File: config.mk
export PLATFORM = sky130hd
export DESIGN_NAME = escaped_name_decoder
export DESIGN_NICKNAME = d
export VERILOG_FILES = /design/src/rtl/endec_pkg.sv /design/src/rtl/endec_step.sv /design/src/rtl/escaped_name_decoder.sv
export SDC_FILE = /design/constraint.sdc
export NUM_CORES = 1
export LEC_CHECK = 0
export ABC_AREA = 1
export BUFFER_PORTS_ARGS = -buffer_cell sky130_fd_sc_hd__buf_2
export CAP_MARGIN = 40
export CORE_ASPECT_RATIO = 1.5
export CORE_MARGIN = 2
export CORE_UTILIZATION = 45
export CTS_CLUSTER_DIAMETER = 50
export DETAILED_ROUTE_END_ITERATION = 6
export GPL_ROUTABILITY_DRIVEN = 0
export SYNTH_ARGS = -nofsm -noshare
export SYNTH_HDL_FRONTEND = slang
export SYNTH_SLANG_ARGS = --single-unit
File: constraint.sdc
create_clock -name clk -period 5.4 [get_ports clk]
set_input_delay 0.81 -clock clk [delete_from_list [all_inputs] [get_ports clk]]
set_output_delay 0.81 -clock clk [all_outputs]
set_load 0.02 [all_outputs]
File: src/rtl/endec_pkg.sv
// Shared types, character constants and the escape-code lookup for the escaped-name decoder.
// No dependencies; endec_step.sv and escaped_name_decoder.sv import it.
`default_nettype none

package endec_pkg;

  localparam int unsigned MaxResults = 4;
  localparam int unsigned CountW     = $clog2(MaxResults + 1);

  localparam logic [7:0] CH_NUL   = 8'h00;
  localparam logic [7:0] CH_SLASH = 8'h2F;
  localparam logic [7:0] CH_UNDER = 8'h5F;

  // Pending bytes; zero marks an empty slot.
  typedef struct packed {
    logic [7:0] oldest;
    logic [7:0] middle;
    logic [7:0] newest;
  } window_t;

  // Words produced by one input byte, entry 0 goes out first.
  typedef struct packed {
    logic [CountW-1:0]               count;
    logic [MaxResults-1:0][7:0]      chars;
    logic [MaxResults-1:0]           eon;
  } burst_t;

  // Punctuation byte for a two-letter code, zero when the pair is no code.
  function automatic logic [7:0] code_lookup(input logic [7:0] x, input logic [7:0] y);
    logic [7:0] rep;
    unique case ({x, y})
      "sp":    rep = " ";
      "st":    rep = "*";
      "vb":    rep = "|";
      "lp":    rep = "(";
      "rp":    rep = ")";
      "lt":    rep = "<";
      "gt":    rep = ">";
      "am":    rep = "&";
      "at":    rep = "@";
      "eq":    rep = "=";
      "cm":    rep = ",";
      "sh":    rep = "#";
      "pl":    rep = "+";
      "do":    rep = "$";
      "pc":    rep = "%";
      "sq":    rep = "'";
      "sl":    rep = "/";
      "co":    rep = ":";
      "se":    rep = ";";
      "qu":    rep = "?";
      "dq":    rep = "\"";
      "bs":    rep = "\\";
      "us":    rep = "_";
      default: rep = CH_NUL;
    endcase
    return rep;
  endfunction

endpackage

`default_nettype wire

File: src/rtl/endec_step.sv
// Combinational window update for one input byte: shift, rewrite rules, word list.
// Depends on endec_pkg.
`default_nettype none

module endec_step (
  input  var endec_pkg::window_t win,
  input  var logic [7:0]         sym,
  output endec_pkg::window_t     win_next,
  output endec_pkg::burst_t      res
);
  import endec_pkg::*;

  always_comb begin
    logic [7:0]        o;
    logic [7:0]        m;
    logic [7:0]        nw;
    logic [7:0]        rep;
    logic [CountW-1:0] n;

    n         = '0;
    res.chars = '0;
    res.eon   = '0;

    // oldest byte falls out of the window
    if (win.oldest != CH_NUL) begin
      res.chars[n[1:0]] = win.oldest;
      n = n + 1'b1;
    end

    o   = win.middle;
    m   = win.newest;
    nw  = sym;
    rep = code_lookup(m, nw);

    priority if (sym == CH_NUL) begin
      // terminator: flush what is left, then the end marker
      if (o != CH_NUL) begin
        res.chars[n[1:0]] = o;
        n = n + 1'b1;
      end
      if (m != CH_NUL) begin
        res.chars[n[1:0]] = m;
        n = n + 1'b1;
      end
      res.chars[n[1:0]] = CH_NUL;
      res.eon[n[1:0]]   = 1'b1;
      n  = n + 1'b1;
      o  = CH_NUL;
      m  = CH_NUL;
      nw = CH_NUL;
    end else if (m == CH_SLASH && nw == CH_UNDER) begin
      nw = CH_NUL;
    end else if (o == CH_UNDER && m == CH_UNDER) begin
      o = CH_NUL;
      m = CH_NUL;
    end else if (o == CH_UNDER && rep != CH_NUL) begin
      res.chars[n[1:0]] = rep;
      n  = n + 1'b1;
      o  = CH_NUL;
      m  = CH_NUL;
      nw = CH_NUL;
    end else begin
      // plain byte or unknown code: window stays as shifted
    end

    res.count       = n;
    win_next.oldest = o;
    win_next.middle = m;
    win_next.newest = nw;
  end

endmodule

`default_nettype wire

File: src/rtl/escaped_name_decoder.sv
// Top level of the escaped-name decoder: input register, window, word burst buffer.
// Depends on endec_pkg and endec_step.
//
// Decodes a byte stream of escaped names, each ended by a zero byte. A three-byte
// window holds pending bytes; "_" followed by a two-letter code becomes a punctuation
// character, "__" and an underscore after "/" are dropped, and a zero byte flushes the
// window and sends a zero word flagged in tuser. Each input byte yields zero to four
// output words; the last word of a byte carries tlast, and a byte that yields none
// shows nothing on the output. Timing: a byte is taken into the input register and
// is decoded into the burst buffer once that is empty or the last word in it leaves;
// the output sends one word per cycle while m_tready is high, so the block sustains
// one byte per cycle while each byte yields at most one word; more words hold the
// next byte in the input register, the rate limit set by the single output port. The
// input register accepts a new byte while the buffer still drains the previous one.
`default_nettype none

module escaped_name_decoder (
  input  var logic       clk,
  input  var logic       rst,
  // input bytes
  input  var logic       s_tvalid,
  output logic           s_tready,
  input  var logic [7:0] s_tdata,   // [7:0] symbol
  // decoded words
  output logic           m_tvalid,
  input  var logic       m_tready,
  output logic [7:0]     m_tdata,   // [7:0] out_char
  output logic           m_tlast,   // last word caused by one input byte
  output logic           m_tuser    // [0] end_of_name
);
  import endec_pkg::*;

  logic       in_valid;
  logic [7:0] in_sym;

  window_t win;
  window_t win_next;
  burst_t  burst;
  burst_t  step_res;

  logic pop;
  logic in_moves;

  endec_step u_step (
    .win      (win),
    .sym      (in_sym),
    .win_next (win_next),
    .res      (step_res)
  );

  assign m_tvalid = (burst.count != '0);
  assign m_tdata  = burst.chars[0];
  assign m_tuser  = burst.eon[0];
  assign m_tlast  = (burst.count == CountW'(1));

  assign pop      = m_tvalid && m_tready;
  // the registered byte goes into the buffer once it is empty or its last word leaves
  assign in_moves = in_valid && (!m_tvalid || (pop && m_tlast));
  assign s_tready = !in_valid || in_moves;

  always_ff @(posedge clk) begin
    if (rst) begin
      in_valid <= 1'b0;
    end else if (s_tready) begin
      in_valid <= s_tvalid;
    end
  end

  always_ff @(posedge clk) begin
    if (s_tready && s_tvalid) begin
      in_sym <= s_tdata;
    end
  end

  always_ff @(posedge clk) begin
    if (rst) begin
      win <= '0;
    end else if (in_moves) begin
      win <= win_next;
    end
  end

  // only the count needs a reset; words behind it are don't-care while empty
  always_ff @(posedge clk) begin
    if (rst) begin
      burst.count <= '0;
    end else if (in_moves) begin
      burst <= step_res;
    end else if (pop) begin
      burst.count <= burst.count - 1'b1;
      burst.chars <= burst.chars >> 8;
      burst.eon   <= burst.eon >> 1;
    end
  end

  // buffer never holds more than one byte's worth of words
  a_count_max: assert property (@(posedge clk) disable iff (rst)
    burst.count <= CountW'(MaxResults))
    else $error("burst count above maximum");

  // the end marker is a zero word and always closes its byte's burst
  a_eon_word: assert property (@(posedge clk) disable iff (rst)
    m_tvalid && m_tuser |-> m_tdata == CH_NUL && m_tlast)
    else $error("end marker malformed");

  // other words are never zero
  a_nonzero: assert property (@(posedge clk) disable iff (rst)
    m_tvalid && !m_tuser |-> m_tdata != CH_NUL)
    else $error("zero word without end marker");

  // a terminator leaves the window empty
  a_term_clears: assert property (@(posedge clk) disable iff (rst)
    in_moves && in_sym == CH_NUL |=> win == '0)
    else $error("window not cleared after terminator");

  // no input byte is lost: register holds while the buffer is busy
  a_hold: assert property (@(posedge clk) disable iff (rst)
    in_valid && !in_moves |=> in_valid && $stable(in_sym))
    else $error("pending byte dropped");

endmodule

`default_nettype wire

After elaboration in Yosys (flattened, before gate mapping)

Index checks and enable logic that the tools add are counted.

Reduce and logical (&&, ||, !) cells: 22
Eq/ne operators: 28
Muxes and demuxes: 45
Bitwise operators: 3
$add $sub $neg: 4
$lt $le $gt $ge: 6

Operators by type and width:

| kind                                                                                 | count |
|---|---|
| 16-bit by 15-bit equality test with 1-bit output (second input constant)             | 23 |
| 32-bit two-way mux                                                                   | 8 |
| 7-bit case mux with 23 select lines                                                  | 1 |
| 8-bit two-way mux                                                                    | 16 |
| 32-bit bitwise mux                                                                   | 3 |
| 39-bit two-way mux                                                                   | 2 |
| 8-bit demux with 2-bit select                                                        | 3 |
| 32-bit bitwise AND                                                                   | 1 |
| 32-bit inverter                                                                      | 1 |
| 8-bit nonzero test                                                                   | 4 |
| 8-bit by 7-bit equality test with 1-bit output (second input constant)               | 3 |
| 3-bit two-way mux                                                                    | 8 |
| 1-bit logical AND                                                                    | 10 |
| 8-bit by 6-bit equality test with 1-bit output (second input constant)               | 1 |
| 8-bit logical NOT                                                                    | 1 |
| 3-bit by 1-bit adder with 3-bit output (second input constant)                       | 2 |
| 2-bit by 3-bit less-than comparator with 1-bit output (second input constant)        | 2 |
| 2-bit by 1-bit greater-or-equal comparator with 1-bit output (second input constant) | 2 |
| 4-bit two-way mux                                                                    | 1 |
| 3-bit by 1-bit equality test with 1-bit output (second input constant)               | 1 |
| 1-bit by 3-bit less-than comparator with 1-bit output (second input constant)        | 1 |
| 3-bit nonzero test                                                                   | 1 |
| 3-bit by 1-bit subtractor with 3-bit output (second input constant)                  | 1 |
| 1-bit by 1-bit adder with 2-bit output (second input constant)                       | 1 |
| other kinds (8)                                                                      | 11 |

Word-level logic and storage cells: 119
Bits of input ports: 12
Output and inout port bits: 12
Register bits after elaboration: 72

Depth between registers and ports, before layout

Word-level depth: 16
Depth in mapped cells: 16
Gate-level depth less buffers: 15

Hierarchy

Synthesis repeated with hierarchy kept, for this count alone.

Cells, all modules: 746
Area total of the unflattened synthesis: 5163.7 um2

Modules (own cells, without submodules):

| module               | sequential area each (um2) | cells an instance | times used | area an instance (um2) |
|---|---|---|---|---|
| escaped_name_decoder | 1881.8                     | 307               | 1          | 2945.3 |
| endec_step           | 0.0                        | 439               | 1          | 2218.4 |

Worst setup path after synthesis

No wires, ideal clock.

Path type: in2reg
From: in rst
To: reg burst[12] (netlist name) (enable)
Path buffers: 2
Arrival: 2.749 ns
Required time: 4.971 ns
Stages on the path: 3
Slack: 2.222 ns
Setup time: 0.429 ns
Cells stage by stage: clkbuf_1 clkbuf_1 nor2_1

Word-level cells in the longest chain between the ends: 2

RTL lines:

| element                              | RTL line                   | RTL |
|---|---|---|
| start: declaration                   | escaped_name_decoder.sv:19 | `input var logic rst,` |
| 1-bit inverter (no source line)      | n/a                        |  |
| 2-bit AND reduction (no source line) | n/a                        |  |
| end signal: assignment               | escaped_name_decoder.sv:88 | `burst <= step_res;` |
| end: declaration                     | escaped_name_decoder.sv:38 | `burst_t burst;` |

No other way between the ends.
A chain may end at the register's enable or synchronous reset.

Worst setup path after layout

From: reg win[18] (netlist name)
To: reg burst (netlist bit m_tdata[4]), data pin

Word-level cells in the longest chain between the ends: 16
Elaborated cells between the ends (all ways): 38
Those cells by class: add/sub: 2; order compare: 6; mux: 24; bitwise: 2; reduce/logical: 4

RTL lines:

| element                                                                                                                                                     | RTL line                   | RTL |
|---|---|---|
| 8-bit nonzero test *                                                                                                                                        | endec_step.sv:25           | `if (win.oldest != CH_NUL) begin` |
| 1-bit two-way mux                                                                                                                                           | endec_step.sv:25           |  |
| 1-bit by 1-bit adder with 2-bit output                                                                                                                      | endec_step.sv:39           | `n = n + 1'b1;` |
| 3-bit two-way mux                                                                                                                                           | endec_step.sv:37           | `if (o != CH_NUL) begin` |
| 3-bit two-way mux                                                                                                                                           | endec_step.sv:35           | `priority if (sym == CH_NUL) begin` |
| 3-bit by 1-bit adder with 3-bit output                                                                                                                      | endec_step.sv:43           | `n = n + 1'b1;` |
| 3-bit two-way mux                                                                                                                                           | endec_step.sv:41           | `if (m != CH_NUL) begin` |
| 3-bit two-way mux                                                                                                                                           | endec_step.sv:35           |  |
| 2-bit by 3-bit less-than comparator with 1-bit output (not written as such) or 2-bit by 1-bit greater-or-equal comparator with 1-bit output (tied branches) | endec_step.sv:45           | `res.chars[n[1:0]] = CH_NUL;` |
| 1-bit logical AND (not written as such)                                                                                                                     | endec_step.sv:45           |  |
| 8-bit two-way mux (not written as such)                                                                                                                     | endec_step.sv:45           |  |
| 8-bit demux with 2-bit select                                                                                                                               | n/a                        |  |
| 32-bit inverter (no source line)                                                                                                                            | n/a                        |  |
| 32-bit bitwise AND (no source line)                                                                                                                         | n/a                        |  |
| 32-bit two-way mux *                                                                                                                                        | endec_step.sv:35           |  |
| 39-bit two-way mux *                                                                                                                                        | escaped_name_decoder.sv:87 | `end else if (in_moves) begin` |

Every way passes the cells marked *; elsewhere a longest branch is shown, timed or not. The select of a mux whose other input is x is not followed.

==> results summary <==
The run finished with clean final reports. The post-synthesis net count came out at 669. The number of buffer cells added on primary ports is 23.

The global routing usage on met1 came out at 0.294. The worst setup path startpoint is win[18]. Setup violations remaining at the end of the flow were counted as 0.

Summing all multi-input logic gate instances after layout gives 2470 sq um. The area used by sequential logic in the layout is 1880 sq um. In the layout the commonest cells are sky130_fd_sc_hd__nand2_1 (144), sky130_fd_sc_hd__nor2_1 (91), sky130_fd_sc_hd__inv_1 (55). The CTS H-tree depth came out at 3. The timing-limited maximum frequency came out at 0.279 GHz. The worst register-to-register path begins at win[18]. The core area came out at 10200 sq um.

In this run the tightest slew margin relative to its limit is 0.456. The class of the tightest hold or removal check is flip-flop to flip-flop. The largest area contributor in the netlist is sky130_fd_sc_hd__edfxtp_1.

The total overflow reported by the global router is 0. The layout-stage area growth over the synthesis result is 10.6%. The via count of the first global-routing pass is 4308. The critical path is of the flip-flop to flip-flop type. For this run, the number of standard cells in the final layout without fillers is 802. The synthesized instance count is 646. For met2 alone, demand over resource in global routing was 0.425. The clock slew seen by the registers of the worst setup and hold paths came out at 0.06 ns. The wire length of the first global-routing pass is 21700 um.

For the finished layout, the period the worst path requires is 3.58 ns. The area of the mapped netlist is 4740 sq um. The library cell appearing most often on the critical path is sky130_fd_sc_hd__nor2_1. The signal arrival time at the worst endpoint came out at 3.77 ns. Walking the worst path, the cells encountered are nor2_1 > nand3_1 > nor2_1 > inv_1 > ha_1 > inv_1 > nor2_1 > nor2_1 > inv_1 > ha_1 > nor2_4 > o21ai_0 > a31oi_1 > nor2_1 > a21oi_1. Post-CTS repair changed the size of 0 cells. The number of buffer and inverter stages on the critical path is 3. Setup repair after global routing left no endpoint under its margin. Between clock sinks in the finished design, the worst skew comes to 0.00549 ns. The fraction of the yosys area taken by sequential cells is 0.397. The die footprint came out at 11400 sq um. The number of warnings issued by yosys is 0.

The worst setup path is launched from a flip-flop. In this run the most critical hold path is launched from win[23]. The hold buffer count at cts is 0. After routing, the total negative slack on setup checks comes to 0 ns.

The highest cell delay on the worst timing path came out at 0.59 ns. The met3 track demand over resource in global routing came out at 0.0398. The busiest layer in global routing is met2.

The total CTS buffers came out at 9. The half-perimeter wire length after placement came out at 10300 um. The number of ports placed on the die boundary came out at 24. The endpoint required time on the critical path is 5.59 ns. OpenSTA, run right after detailed placement, puts the worst setup slack at 1.93 ns. The remaining routing DRC violations came out at 0. The number of nets at the end of the flow is 679. The count of flip-flops with a built-in enable after synthesis is 44. The library cell used most frequently in the layout, excluding fill and tap cells, is sky130_fd_sc_hd__nand2_1. The critical path endpoint category is a flip-flop. Yosys attributes the largest share of cell area to sky130_fd_sc_hd__edfxtp_1 (28%), sky130_fd_sc_hd__dfxtp_1 (12%), sky130_fd_sc_hd__nand2_1 (11%), sky130_fd_sc_hd__nor2_1 (7.3%), sky130_fd_sc_hd__a21oi_1 (4.8%). After clock tree synthesis, the setup repair step added 0 buffers. The highest net fanout along the worst path came out at 13. The number of diodes added for antenna fixing came out at 0. The starting utilization of the core area is 0.465. The routed wirelength normalized by instance count is 16.9 um. The post-route clock period utilization came out at 0.663. The post-route worst setup slack came out at 1.82 ns. The critical-path cell with the highest stage delay is sky130_fd_sc_hd__nor2_1. The count of pins over their slew limit is 0.

The site row count is 45. The number of max-cap violations came out at 0. The power consumption came out at 2.23 mW. The deepest clock path buffer count came out at 2. The number of synthesized register bits is 72. The die width is 87.8 um. The fraction of final layout cells with drive strength greater than 1 came out at 0.154. The count of fill cells added during filler insertion is 1002. For this block, the routed nets add up to 13600 um of wire. In this run the vertical extent of the chip is 130 um. The mean area per synthesized cell came out at 7.34 sq um.

The share of synthesized area in the top cell type comes to 0.279. For this run, the total global-route usage over all layers was measured as 0.250. The slack of the worst reg-to-reg path came out at 1.82 ns.

The number of nets with antenna violations after routing came out at 0. The largest vdd supply drop came out at 175 uV. Across all layers, the routed design uses 4522 vias.

The number of detailed-routing iterations run before antenna repair is 5. The violation count after the first detailed-route iteration came out at 439. The static leakage power came out at 2.04 nW. The clock latency reported for the late side of the worst-skew pair is 0.34 ns. The pin slew with the least headroom to its limit came out at 0.809 ns.

TritonCTS built the clock tree. The number of library cell types mapped by synthesis is 38. Among all flip-flop cells after synthesis, the most frequent one is sky130_fd_sc_hd__edfxtp_1. The average vias per placed instance came out at 5.64.

The number of hold violations in the final report came out at 0. Broken down by cell family, the worst path's largest delay share belongs to simple AND/OR/NAND/NOR gates. The number of placed instances, taps included is 786.

The number of clock sinks is 72. The async set or reset register ratio after synthesis is 0. Once layout is complete, the utilization of the core stands at 0.515.

The pin count of the biggest net entering global routing came out at 56. The initial antenna violation count came out at 0. The power density of the placed cells came out at 426 nW/um^2. The tree is rooted in a sky130_fd_sc_hd__clkbuf_16.
-- synth_stat cells, drive strengths merged, types with 3 or more instances --
cell type,number
nand2,165
nor2,111
inv,66
a21oi,50
edfxtp,44
nand3,41
nand4,29
dfxtp,28
o21ai,27
buf,16
clkbuf,12
ha,11
nor3,10
a31oi,9
o22ai,7
o21bai,6
nor4,4
o211ai,3
-- metrics by stage --
step	cell area (sq um)	hold WS (ns)
floorplan	4740	0.455
global placement	4900	0.465
detailed placement	4930	0.475
CTS	5240	0.483
global route	5240	0.502
finish	5240	0.485
-- sequential cells by signal, summed over array words and instances (netlist names) --
| signal | cells |
|---|---|
| in_valid | 1 |
| m_tuser | 1 |
| burst | 30 |
| m_tdata | 8 |
| win | 24 |
| in_sym | 8 |
-- cells by family after synthesis --
logic type / after synthesis / synth area share
and+or+nand+nor: 362 / 0.360
AOI/OAI and AO/OA: 105 / 0.126
buffers and inverters: 94 / 0.0842
DFF: 72 / 0.397
adders and majority gates: 11 / 0.0290
xor gates and xnor gates: 2 / 0.00370
-- worst paths after layout --
path                     end  cells past startpoint
setup / recovery  m_tdata[4]                     15
hold / removal       win[23]                      2
setup reg to reg  m_tdata[4]                     15
hold reg to reg      win[23]                      2
-- layout make-up --
| type | instances | area share |
|---|---|---|
| clock buffers | 11 | 0.0444 |
| clock inverters | 5 | 0.0153 |
| inverters | 66 | 0.0472 |
| multi-input cells | 480 | 0.471 |
| flip-flops and latches | 72 | 0.359 |
| well taps | 141 | 0.0336 |
| repair buffers | 27 | 0.0301 |
-- routing by layer --
layer  vias to the layer above  share of wire
li1                       2187              -
met1                      2111           0.39
met2                       178           0.51
met3                        46          0.047
met4                         0          0.053
met5                         -              0
-- where the power goes --
| group | total, mW | switching (mW) | internal [mW] |
|---|---|---|---|
| Clock | 0.630 | 0.225 | 0.405 |
| Combinational | 0.808 | 0.574 | 0.234 |
| Sequential | 0.796 | 0.0691 | 0.727 |
-- worst reg2reg max path: cells and delay by family (launching register included) --
kind	cells	cell delay [ns]
flops	1	0.34
fa+ha+maj	2	0.66
simple gates	7	1.38
buf+inv	3	0.60
compound gates	3	0.47
(Power assumes the default switching activity.)
